[src/rtl/core/ets_pkg.sv]
`timescale 1ns / 1ps
`default_nettype none

package ets_pkg;

  localparam int unsigned ETS_TIME_BITS = 32;
  localparam int unsigned EPOCH_BITS    = 32;
  localparam int unsigned REM_BITS      = 17;

  // 86400 = 675 << 7 and 60 = 15 << 2: shift off the power of two, then
  // divide the rest by reciprocal multiply
  localparam int unsigned DAY_PRE   = 7;
  localparam int unsigned MIN_PRE   = 2;
  localparam int unsigned DIV_XW    = EPOCH_BITS - DAY_PRE;
  localparam int unsigned RCP_BITS  = 26;
  localparam int unsigned PROD_BITS = DIV_XW + RCP_BITS;

  localparam logic [DIV_XW-1:0]   DAY_DIV   = DIV_XW'(675);
  localparam logic [DIV_XW-1:0]   MIN_DIV   = DIV_XW'(15);
  localparam logic [DIV_XW-1:0]   WK_DIV    = DIV_XW'(7);
  localparam logic [RCP_BITS-1:0] DAY_RCP   = 26'd50903317;
  localparam logic [RCP_BITS-1:0] MIN_RCP   = 26'd35791395;
  localparam logic [RCP_BITS-1:0] WK_RCP    = 26'd38347923;
  localparam int unsigned         DAY_SHIFT = 35;
  localparam int unsigned         MIN_SHIFT = 29;
  localparam int unsigned         WK_SHIFT  = 28;

  // weekday offset of the epoch: 1970-01-01 was a Thursday
  localparam logic [2:0] EPOCH_WDAY = 3'd4;

  // 1970 modulo 4, 100 and 400
  localparam logic [1:0] EPOCH_MOD4   = 2'd2;
  localparam logic [6:0] EPOCH_MOD100 = 7'd70;
  localparam logic [8:0] EPOCH_MOD400 = 9'd370;

  localparam logic [3:0] MON_FEB = 4'd1;

  typedef enum logic [1:0] {
    DIV_DAY,
    DIV_SEC,
    DIV_MIN,
    DIV_WDAY
  } div_sel_e;

  typedef enum logic [2:0] {
    ST_IDLE,
    ST_DAY,
    ST_SEC,
    ST_MIN,
    ST_WDAY,
    ST_YEAR,
    ST_MONTH,
    ST_DONE
  } ets_state_e;

  typedef struct packed {
    logic     year_init;
    logic     div_load;
    div_sel_e load_sel;
    logic     div_save;
    div_sel_e save_sel;
    logic     year_step;
    logic     month_init;
    logic     month_step;
  } ets_cmd_t;

  typedef struct packed {
    logic div_done;
    logic year_done;
    logic month_done;
  } ets_status_t;

  function automatic logic [4:0] days_in_month(input logic [3:0] mon, input logic leap);
    logic [4:0] len;
    case (mon)
      4'd0, 4'd2, 4'd4, 4'd6, 4'd7, 4'd9, 4'd11: len = 5'd31;
      4'd3, 4'd5, 4'd8, 4'd10:                    len = 5'd30;
      MON_FEB:                                    len = leap ? 5'd29 : 5'd28;
      default:                                    len = 5'd31;
    endcase
    return len;
  endfunction

endpackage

`default_nettype wire

[src/rtl/core/ets_ctrl.sv]
`timescale 1ns / 1ps
`default_nettype none

module ets_ctrl import ets_pkg::*; (
  input  wire logic        clk_i,
  input  wire logic        rst_ni,
  input  wire logic        start_i,
  input  ets_status_t      status_i,
  output ets_cmd_t         cmd_o,
  output logic             busy_o,
  output logic             done_o
);

  ets_state_e state_q, state_d;

  always_ff @(posedge clk_i or negedge rst_ni) begin
    if (!rst_ni) begin
      state_q <= ST_IDLE;
    end else begin
      state_q <= state_d;
    end
  end

  always_comb begin
    state_d = state_q;
    case (state_q)
      ST_IDLE:  if (start_i) state_d = ST_DAY;
      ST_DAY:   if (status_i.div_done) state_d = ST_SEC;
      ST_SEC:   if (status_i.div_done) state_d = ST_MIN;
      ST_MIN:   if (status_i.div_done) state_d = ST_WDAY;
      ST_WDAY:  if (status_i.div_done) state_d = ST_YEAR;
      ST_YEAR:  if (status_i.year_done) state_d = ST_MONTH;
      ST_MONTH: if (status_i.month_done) state_d = ST_DONE;
      ST_DONE:  state_d = ST_IDLE;
      default:  state_d = ST_IDLE;
    endcase
  end

  always_comb begin
    cmd_o = '0;
    cmd_o.load_sel = DIV_DAY;
    cmd_o.save_sel = DIV_DAY;
    busy_o = (state_q != ST_IDLE);
    done_o = (state_q == ST_DONE);
    case (state_q)
      ST_IDLE: begin
        if (start_i) begin
          cmd_o.year_init = 1'b1;
          cmd_o.div_load  = 1'b1;
          cmd_o.load_sel  = DIV_DAY;
        end
      end
      ST_DAY: begin
        if (status_i.div_done) begin
          cmd_o.div_save = 1'b1;
          cmd_o.save_sel = DIV_DAY;
          cmd_o.div_load = 1'b1;
          cmd_o.load_sel = DIV_SEC;
        end
      end
      ST_SEC: begin
        if (status_i.div_done) begin
          cmd_o.div_save = 1'b1;
          cmd_o.save_sel = DIV_SEC;
          cmd_o.div_load = 1'b1;
          cmd_o.load_sel = DIV_MIN;
        end
      end
      ST_MIN: begin
        if (status_i.div_done) begin
          cmd_o.div_save = 1'b1;
          cmd_o.save_sel = DIV_MIN;
          cmd_o.div_load = 1'b1;
          cmd_o.load_sel = DIV_WDAY;
        end
      end
      ST_WDAY: begin
        if (status_i.div_done) begin
          cmd_o.div_save = 1'b1;
          cmd_o.save_sel = DIV_WDAY;
        end
      end
      ST_YEAR: begin
        if (status_i.year_done) begin
          cmd_o.month_init = 1'b1;
        end else begin
          cmd_o.year_step = 1'b1;
        end
      end
      ST_MONTH: begin
        if (!status_i.month_done) begin
          cmd_o.month_step = 1'b1;
        end
      end
      ST_DONE: ;
      default: ;
    endcase
  end

endmodule

`default_nettype wire

[src/rtl/core/ets_dp.sv]
`timescale 1ns / 1ps
`default_nettype none

module ets_dp import ets_pkg::*; #(
  parameter int unsigned TimeBits = ETS_TIME_BITS
) (
  input  wire logic                  clk_i,
  input  wire logic                  rst_ni,
  input  wire logic [EPOCH_BITS-1:0] epoch_seconds_i,
  input  ets_cmd_t                   cmd_i,
  output ets_status_t                status_o,
  output logic [5:0]                 second_o,
  output logic [5:0]                 minute_o,
  output logic [4:0]                 hour_o,
  output logic [7:0]                 years_since_1970_o,
  output logic [8:0]                 day_of_year_o,
  output logic [3:0]                 month_o,
  output logic [4:0]                 day_of_month_o,
  output logic [2:0]                 weekday_o
);

  // constant divider: multiply by the reciprocal, then form the remainder
  logic [DIV_XW-1:0]    x_q, x_d;
  logic [DAY_PRE-1:0]   lo_q, lo_d;
  logic [1:0]           step_q, step_d;
  div_sel_e             dsel_q, dsel_d;
  logic [RCP_BITS-1:0]  rcp;
  logic [DIV_XW-1:0]    dconst;
  logic [PROD_BITS-1:0] prod_q;
  logic [DIV_XW-1:0]    quot_sh;
  logic [DIV_XW-1:0]    quot_q, qd_q;
  logic [DIV_XW-1:0]    rsmall;
  logic [REM_BITS-1:0]  rem_w;

  logic [TimeBits-1:0] days_q, d_q;
  logic [5:0]          sec_q, min_q;
  logic [4:0]          hr_q;
  logic [2:0]          wday_q;
  logic [7:0]          year_q;
  logic [1:0]          mod4_q;
  logic [6:0]          mod100_q;
  logic [8:0]          mod400_q;
  logic [8:0]          yday_q, left_q;
  logic [3:0]          mon_q;
  logic                leap;
  logic [8:0]          ylen;
  logic [4:0]          mlen;

  always_comb begin
    case (dsel_q)
      DIV_DAY: begin
        rcp     = DAY_RCP;
        dconst  = DAY_DIV;
        quot_sh = DIV_XW'(prod_q >> DAY_SHIFT);
      end
      DIV_SEC, DIV_MIN: begin
        rcp     = MIN_RCP;
        dconst  = MIN_DIV;
        quot_sh = DIV_XW'(prod_q >> MIN_SHIFT);
      end
      DIV_WDAY: begin
        rcp     = WK_RCP;
        dconst  = WK_DIV;
        quot_sh = DIV_XW'(prod_q >> WK_SHIFT);
      end
      default: begin
        rcp     = DAY_RCP;
        dconst  = DAY_DIV;
        quot_sh = DIV_XW'(prod_q >> DAY_SHIFT);
      end
    endcase
  end

  assign rsmall = x_q - qd_q;

  // put the shifted-off low bits back under the remainder
  always_comb begin
    case (dsel_q)
      DIV_DAY:          rem_w = {rsmall[REM_BITS-DAY_PRE-1:0], lo_q};
      DIV_SEC, DIV_MIN: rem_w = REM_BITS'({rsmall[3:0], lo_q[MIN_PRE-1:0]});
      DIV_WDAY:         rem_w = REM_BITS'(rsmall[2:0]);
      default:          rem_w = '0;
    endcase
  end

  always_comb begin
    x_d    = x_q;
    lo_d   = lo_q;
    step_d = step_q;
    dsel_d = dsel_q;
    if (cmd_i.div_load) begin
      step_d = 2'd2;
      dsel_d = cmd_i.load_sel;
      case (cmd_i.load_sel)
        DIV_DAY: begin
          x_d  = epoch_seconds_i[EPOCH_BITS-1:DAY_PRE];
          lo_d = epoch_seconds_i[DAY_PRE-1:0];
        end
        DIV_SEC: begin
          x_d  = DIV_XW'(rem_w >> MIN_PRE);
          lo_d = DAY_PRE'(rem_w[MIN_PRE-1:0]);
        end
        DIV_MIN: begin
          x_d  = quot_q >> MIN_PRE;
          lo_d = DAY_PRE'(quot_q[MIN_PRE-1:0]);
        end
        DIV_WDAY: begin
          x_d  = DIV_XW'(days_q + TimeBits'(EPOCH_WDAY));
          lo_d = '0;
        end
        default: ;
      endcase
    end else if (step_q != 2'd0) begin
      step_d = step_q - 2'd1;
    end
  end

  always_ff @(posedge clk_i or negedge rst_ni) begin
    if (!rst_ni) begin
      step_q <= '0;
      dsel_q <= DIV_DAY;
    end else begin
      step_q <= step_d;
      dsel_q <= dsel_d;
    end
  end

  always_ff @(posedge clk_i) begin
    x_q  <= x_d;
    lo_q <= lo_d;
    if (step_q == 2'd2) begin
      prod_q <= PROD_BITS'(x_q) * PROD_BITS'(rcp);
    end
    if (step_q == 2'd1) begin
      quot_q <= quot_sh;
      qd_q   <= quot_sh * dconst;
    end
  end

  // capture each finished quotient and remainder
  always_ff @(posedge clk_i) begin
    if (cmd_i.div_save) begin
      case (cmd_i.save_sel)
        DIV_DAY: days_q <= TimeBits'(quot_q);
        DIV_SEC: sec_q  <= rem_w[5:0];
        DIV_MIN: begin
          min_q <= rem_w[5:0];
          hr_q  <= quot_q[4:0];
        end
        DIV_WDAY: begin
          wday_q <= rem_w[2:0];
          d_q    <= days_q;
        end
        default: ;
      endcase
    end
    if (cmd_i.year_step) begin
      d_q <= d_q - TimeBits'(ylen);
    end
  end

  // year walk with running residues for the leap rule
  assign leap = ((mod4_q == 2'd0) && (mod100_q != 7'd0)) || (mod400_q == 9'd0);
  assign ylen = leap ? 9'd366 : 9'd365;

  always_ff @(posedge clk_i) begin
    if (cmd_i.year_init) begin
      year_q   <= '0;
      mod4_q   <= EPOCH_MOD4;
      mod100_q <= EPOCH_MOD100;
      mod400_q <= EPOCH_MOD400;
    end else if (cmd_i.year_step) begin
      year_q   <= year_q + 8'd1;
      mod4_q   <= mod4_q + 2'd1;
      mod100_q <= (mod100_q == 7'd99)  ? 7'd0 : mod100_q + 7'd1;
      mod400_q <= (mod400_q == 9'd399) ? 9'd0 : mod400_q + 9'd1;
    end
  end

  // month walk over the remaining days of the year
  assign mlen = days_in_month(mon_q, leap);

  always_ff @(posedge clk_i) begin
    if (cmd_i.month_init) begin
      yday_q <= d_q[8:0];
      left_q <= d_q[8:0];
      mon_q  <= '0;
    end else if (cmd_i.month_step) begin
      left_q <= left_q - 9'(mlen);
      mon_q  <= mon_q + 4'd1;
    end
  end

  assign status_o.div_done   = (step_q == 2'd0);
  assign status_o.year_done  = (d_q < TimeBits'(ylen));
  assign status_o.month_done = (left_q < 9'(mlen));

  assign second_o           = sec_q;
  assign minute_o           = min_q;
  assign hour_o             = hr_q;
  assign years_since_1970_o = year_q;
  assign day_of_year_o      = yday_q;
  assign month_o            = mon_q;
  assign day_of_month_o     = left_q[4:0] + 5'd1;
  assign weekday_o          = wday_q;

endmodule

`default_nettype wire

[src/rtl/core/epoch_seconds_to_calendar.sv]
`timescale 1ns / 1ps
`default_nettype none

// Converts seconds since 1970-01-01 00:00:00 UTC into broken-down UTC time.
// Pulse start_i while busy_o is low to hand in an item; busy_o stays high
// through the cycle in which the result appears. The result is valid for
// exactly one cycle while done_o is high; the receiver cannot stall, so capture
// it then. The run time of an item grows with Y, the number of years past 1970
// (up to 136 for a 32-bit input), and with M, the month index (0..11).
// A new item is taken at the earliest in the cycle after the result. The four
// constant divisions (by 86400, 60, 60 and 7) each go through a reciprocal
// multiply with a registered product and a registered quotient; the rest is
// the year-by-year subtraction of 365 or 366 days and the month walk.
module epoch_seconds_to_calendar import ets_pkg::*; #(
  parameter int unsigned TimeBits = ETS_TIME_BITS
) (
  input  wire logic                  clk_i,
  input  wire logic                  rst_ni,
  input  wire logic                  start_i,
  output logic                       busy_o,
  input  wire logic [EPOCH_BITS-1:0] epoch_seconds_i,
  output logic                       done_o,
  output logic [5:0]                 second_o,
  output logic [5:0]                 minute_o,
  output logic [4:0]                 hour_o,
  output logic [7:0]                 years_since_1970_o,
  output logic [8:0]                 day_of_year_o,
  output logic [3:0]                 month_o,
  output logic [4:0]                 day_of_month_o,
  output logic [2:0]                 weekday_o
);

  ets_cmd_t    cmd;
  ets_status_t status;

  ets_ctrl u_ctrl (
    .clk_i    (clk_i),
    .rst_ni   (rst_ni),
    .start_i  (start_i),
    .status_i (status),
    .cmd_o    (cmd),
    .busy_o   (busy_o),
    .done_o   (done_o)
  );

  ets_dp #(
    .TimeBits (TimeBits)
  ) u_dp (
    .clk_i              (clk_i),
    .rst_ni             (rst_ni),
    .epoch_seconds_i    (epoch_seconds_i),
    .cmd_i              (cmd),
    .status_o           (status),
    .second_o           (second_o),
    .minute_o           (minute_o),
    .hour_o             (hour_o),
    .years_since_1970_o (years_since_1970_o),
    .day_of_year_o      (day_of_year_o),
    .month_o            (month_o),
    .day_of_month_o     (day_of_month_o),
    .weekday_o          (weekday_o)
  );

endmodule

`default_nettype wire

[config.mk]
export PLATFORM = sky130hd
export DESIGN_NAME = epoch_seconds_to_calendar
export DESIGN_NICKNAME = d
export VERILOG_FILES = /design/src/rtl/core/ets_pkg.sv /design/src/rtl/core/ets_ctrl.sv /design/src/rtl/core/ets_dp.sv /design/src/rtl/core/epoch_seconds_to_calendar.sv
export SDC_FILE = /design/constraint.sdc
export NUM_CORES = 1
export LEC_CHECK = 0
export BUFFER_PORTS_ARGS = -buffer_cell sky130_fd_sc_hd__buf_2
export CORE_ASPECT_RATIO = 0.9
export CORE_MARGIN = 10
export CORE_UTILIZATION = 28
export DETAILED_ROUTE_END_ITERATION = 10
export PLACE_DENSITY = 0.46
export SLEW_MARGIN = 25
export SYNTH_ARGS = -nofsm -noshare
export SYNTH_HDL_FRONTEND = slang
export SYNTH_SLANG_ARGS = --single-unit
[constraint.sdc]
create_clock -name clk_i -period 7.5 [get_ports clk_i]
set_clock_uncertainty 0.2 [all_clocks]
set_input_delay 1.5 -clock clk_i [delete_from_list [all_inputs] [get_ports clk_i]]
set_output_delay 1.5 -clock clk_i [all_outputs]
set_load 0.01 [all_outputs]
### Word-level counts from Yosys, hierarchy flattened

Index checks and enable logic that the tools add are counted.

| storage, ports and cells | value |
|---|---|
| bits in registers | 250 |

| cells by class | value |
|---|---|
| magnitude comparators | 2 |
| equal/unequal tests | 32 |
| multipliers | 2 |
| mux-type cells | 39 |
| $add $sub $neg | 11 |
| reduce and logical (&&, ||, !) cells | 24 |

Operators with widths:

| cell | count |
|---|---|
| $pmux W25 S3 | 2 |
| $pmux W25 S4 | 1 |
| $mux W32 | 3 |
| $pmux W26 S3 | 1 |
| $mul A25 B26 Y51 | 1 |
| $pmux W17 S3 | 1 |
| $lt A32 B9 Y1 | 1 |
| $sub A32 B9 Y32 | 1 |
| $pmux W7 S4 | 1 |
| $mux W9 | 3 |
| $add A25 B3 Y25 const B | 1 |
| $mul A25 B25 Y10 | 1 |
| $mux W3 | 8 |
| $pmux W3 S4 | 2 |
| $pmux W3 S8 | 1 |
| $mux W6 | 3 |
| $eq A2 B2 Y1 const B | 7 |
| $eq A3 B3 Y1 const B | 4 |
| $ne A2 B2 Y1 const B | 6 |
| $logic_not A2 Y1 | 5 |
| $pmux W5 S2 | 1 |
| $reduce_and A2 Y1 | 5 |
| $reduce_bool A2 Y1 | 5 |
| $sub A10 B10 Y10 | 1 |
| 32 further kinds | 45 |

### Logic depth before layout (Yosys ltp)

| depth | value |
|---|---|
| depth after elaboration | 10 |
| depth in mapped cells | 30 |
| gate-level depth less buffers | 28 |

### Cells and area by module

From an unflattened synthesis, not the netlist that was laid out.

| second synthesis, totals | value |
|---|---|
| cell total of the unflattened synthesis | 2635 |
| area total of the unflattened synthesis | 27397.5 µm² |

By module, submodules not included:

| module | area each (µm²) | instances | cells each |
|---|---|---|---|
| ets_dp | 27071.0 | 1 | 2593 |
| ets_ctrl | 326.6 | 1 | 42 |

### Worst setup path before layout

No wires, ideal clock.

| path | value |
|---|---|
| path kind | register to register |
| start | register u_dp.dsel_q[0] |
| end | register u_dp.prod_q[34] (data pin) |
| required time | 7.042 ns |
| library setup time | 0.258 ns |
| data arrival time | 7.218 ns |
| period minus slack after synthesis | 7.675 ns |
| path buffers | 3 |
| stages on the path, launching flop included | 30 |
| path slack | -0.175 ns |
| path through | dfrtp_1 > inv_1 > ha_1 > clkbuf_1 > clkbuf_1 > clkbuf_1 > nand2_1 > fa_1 > inv_1 > fa_1 > inv_1 > fa_1 > inv_1 > fa_1 > inv_1 > fa_1 > inv_1 > fa_1 > inv_1 > fa_1 > inv_1 > ha_1 > nor3_1 > nor2_1 > and3_1 > or3b_2 > and2_1 > o31ai_1 > a21oi_1 > xnor2_1 |

| on the way | value |
|---|---|
| word-level cells in the longest chain between the ends | 4 |
| elaborated cells between the ends (all ways) | 7 |
| those cells by class | 1 x mul; 3 x eq/ne; 1 x mux; 2 x reduce/logical |

RTL lines:

| element | line | source |
|---|---|---|
| start: declaration | ets_dp.sv:26 | `div_sel_e dsel_q, dsel_d;` |
| start signal: assignment | ets_dp.sv:124 | `dsel_q <= dsel_d;` |
| $eq A2 B1 Y1 or $eq A2 B2 Y1 (tied branches) | ets_dp.sv:50 | `case (dsel_q)` |
| $reduce_or A2 Y1 | ets_dp.sv:50 |  |
| $pmux W26 S3 (*) | ets_dp.sv:50 |  |
| $mul A25 B26 Y51 (*) | ets_dp.sv:132 | `prod_q <= PROD_BITS'(x_q) * PROD_BITS'(rcp);` |
| end signal: assignment | ets_dp.sv:132 |  |
| end: declaration | ets_dp.sv:29 | `logic [PROD_BITS-1:0] prod_q;` |

Every way passes the cells marked *; elsewhere a longest branch is shown, timed or not. The select of a mux whose other input is x is not followed.
A chain may end at the register's enable or synchronous reset.

### Worst setup path after layout

| path | value |
|---|---|
| start | register u_dp.dsel_q[0] |
| end | register u_dp.prod_q[42] (data pin) |

Same word-level chain as after synthesis.

==> reports/summary.md <==
- **max_cap viols** 0
- **Worst Setup Slack post-DPL** -439 ps
- **total power** 3.66 mW
- **top area cells in the synthesized netlist** fa_1 (30%), edfxtp_1 (19%), ha_1 (16%), inv_1 (9.7%), nand2_1 (2.8%)
- **asr flop ratio synth** 3.23%
- **setup total negative slack** -108 ps
- **slew at the pin with the worst max-slew slack** 836 ps
- **total wire length** 85,800 µm
- **Max clock buf depth** 3
- **crit path time final** 7540 ps
- **hold worst-path end** u_dp.days_q[14]
- **library cell with the highest instance count after synthesis** inv_1
- **power density over cell area** 108 mW/mm²
- **Primary FF master, synth** edfxtp_1
- **maximum number of pins on one net before global-route repair** 61
- **fin crit share** 100%
- **number of I/O port buffers** 82
- **relative slew slack** 43.7%
- **fraction of final layout cells with drive strength greater than 1** 19.0%
- **area growth from synthesis to final layout** 21.0%
- **DIE WIDTH** 353 µm
- **worst min-delay path startpoint** u_dp.quot_q[14]
- **count of nets after finishing** 3,982
- **Crit. End Element** register
- **static leakage power** 16.5 nW
- **overall fraction of global-route tracks in use** 15.1%
- **number of buffers inserted during clock tree synthesis** 24
- **failing checks** setup timing
- **Post-synth EDFFs** 180
- **worst hold path depth** 0
- **final number of setup-violating endpoints** 5
- **final core utilization** 34.2%
- **number of cells on the worst reg-to-reg path** 27
- **CP max stage delay** 600 ps
- **status** finished with violations
- **Initial DRT Pass Iterations** 8
- **#FFs+latches synth** 217
- **row count** 109
- **cell area after technology mapping** 0.0279 mm²
- **footprint of the flip-flops and latches** 0.00618 mm²
- **number of remaining DRC errors** 0
- **type of the tightest min-delay check** reg -> reg
- **half-perimeter wire length after detailed placement** 74,000 µm
- **worst path required time** 7590 ps
- **Critical Path Slowest Stage Cell** fa_2
- **initial core utilization** 28.3%
- **critical-path maximum fanout** 7
- **hold violation total from the final report** 0
- **Worst-Skew Late Latency** 540 ps
- **sink count of the clock tree** 217
- **count of unique library cells instantiated by Yosys** 74
- **global placer's final weighted congestion** 0.911
- **CTS tree** yes
- **Post-Route Hold Slack** 250 ps
- **multi-input combinational cell area** 0.0194 mm²
- **filler-free cell count of the finished design** 4,515
- **average vias per placed instance** 4.42
- **Post-Layout Inst Area** 0.0338 mm²
- **vias in the first global route** 20,800
- **clock transition at the registers of the reported paths** 60 ps
- **worst r2r dst** u_dp.prod_q[42]
- **DP Cell Count** 4,441
- **arrival time worst endpoint** 7630 ps
- **grt ovf** 0
- **final-report max-slew violation count** 0
- **WL per Instance** 19.0 µm
- **type of the setup path with the least slack** reg -> reg
- **post-synthesis cell type with the largest combined area** fa_1
- **Avg Cell Area, Syn** 10.0 µm²
- **crit-path leading delay family** adder cells
- **instance count of the mapped netlist** 2,788
- **startpoint of the worst register-to-register path** u_dp.dsel_q[0]
- **CTS Root Buffer Type** clkbuf_16
- **f_max** 133 MHz
- **area of the core** 0.0986 mm²
- **worst-case register-to-register setup slack** -40 ps
- **top-area cell type share of the netlist area** 30.0%
- **leading post-synthesis cells by instance count** inv_1 (718), fa_1 (418), ha_1 (366)
- **net count of the mapped netlist** 3,607
- **# fillers** 10,200
- **die outline height** 319 µm
- **count of boundary I/O pins** 83
- **Max IR drop VDD** 116 µV
- **global-route wire length before repair** 132,000 µm
- **sequential-to-total area share from yosys stat** 22.2%
- **area of placed instances** 0.0320 mm²
- **area of the die** 0.113 mm²
- **initial antenna violation count** 4
- **kind of start point of the critical path** register
- **minimum setup slack in the final design** -36.6 ps
- **number of routed nets with antenna violations** 0
- **CTS H-Tree Depth** 1
- **number of warnings issued by yosys** 0
- **unrepaired setup endpoints after global routing** yes
- **number of vias after detailed routing** 19,900
- **detailed router's first-iteration violation count** 1,205
- **Bufs and invs on worst path** 9
-- repair_timing --
action,4_1_cts,5_1_grt
cloned,0,3
setup endpoints to repair,21,21
pin swaps,38,69
gates resized for setup,60,105
hold buffers,0,0
setup buffers,12,13
-- cells in the final DEF (no fill, tap or decap), drive strengths merged, types with 53 or more instances in the layout --
cell	synthesis	final
edfxtp	180	180
xor2	53	53
ha	366	366
buf	14	403
inv	719	719
a21oi	78	78
xnor2	65	65
nor2	127	127
fa	418	418
o21ai	101	101
nand2	211	211
-- kinds of logic after synthesis --
group,after synthesis,share of synthesized area [%]
simple gates,567,9.71
mux,7,0.265
compound gates,319,7.26
buf+inv,776,10.5
flops,217,22.2
xor+xnor,118,3.70
fa+ha+maj,784,46.4
-- how the worst max path moves through the flow --
stage / start / end / slack (ps) / cells after the start
finish: u_dp.dsel_q[0] / u_dp.prod_q[42] / -40 / 27
CTS: u_dp.dsel_q[0] / u_dp.prod_q[42] / 1 / 27
detailed placement: u_dp.dsel_q[0] / u_dp.prod_q[49] / -440 / 27
global placement: u_dp.dsel_q[0] / u_dp.prod_q[50] / -380 / 27
floorplan: u_dp.dsel_q[0] / u_dp.prod_q[34] / 40 / 25
global route: u_dp.dsel_q[0] / u_dp.prod_q[50] / -270 / 30
-- layout make-up --
type	count	share of cell area [%]
diodes	4	0.0297
clock buffers	31	2.08
clock inverters	11	0.356
inverters	719	8.01
multi-input cells	1795	57.3
flip-flops and latches	217	18.3
well taps	1332	4.94
repair buffers	406	8.95
-- state kept, by name, indices dropped and copies added, names as in the netlist, 8 cells and up --
| register | count |
|---|---|
| u_dp.prod_q | 23 |
| u_dp.day_of_year_o | 9 |
| u_dp.d_q | 32 |
| u_dp.qd_q | 10 |
| u_dp.quot_q | 22 |
| u_dp.x_q | 25 |
| u_dp.days_q | 23 |
| u_dp.left_q | 9 |
| u_dp.years_since_1970_o | 8 |
| u_dp.mod400_q | 9 |
-- worst register-to-register path, cell delays in order, from the launching register on --
cell and delay [ps]:
dfrtp_1 400, buf_6 130, ha_4 180, buf_12 160, buf_12 150, and2_4 170
fa_2 510, inv_1 50, fa_1 530, inv_1 50, fa_2 440, fa_2 600
fa_2 490, fa_1 530, inv_1 60, fa_1 490, inv_1 80, ha_4 280
nand2_2 60, nor4_2 200, nand3_1 110, o32a_1 350, a311oi_2 280, buf_4 230
buf_4 140, o21a_1 130, a41oi_2 140, xnor2_1 150
-- routing by layer --
layer / global-route usage, % / wire length [µm] / share of wire [%] / vias up
li1: - / - / - / 9572
met1: 22.6 / 42700 / 50 / 9949
met2: 23.7 / 37900 / 44 / 364
met3: 2.23 / 4460 / 5.2 / 49
met4: 1.48 / 821 / 0.96 / 0
met5: 0 / 0 / 0 / -
-- power breakdown --
group,switching (mW),internal [mW]
clock network,0.506,0.730
registers,0.190,1.56
logic,0.373,0.299
No activity file was read; power rests on OpenSTA's default activity.
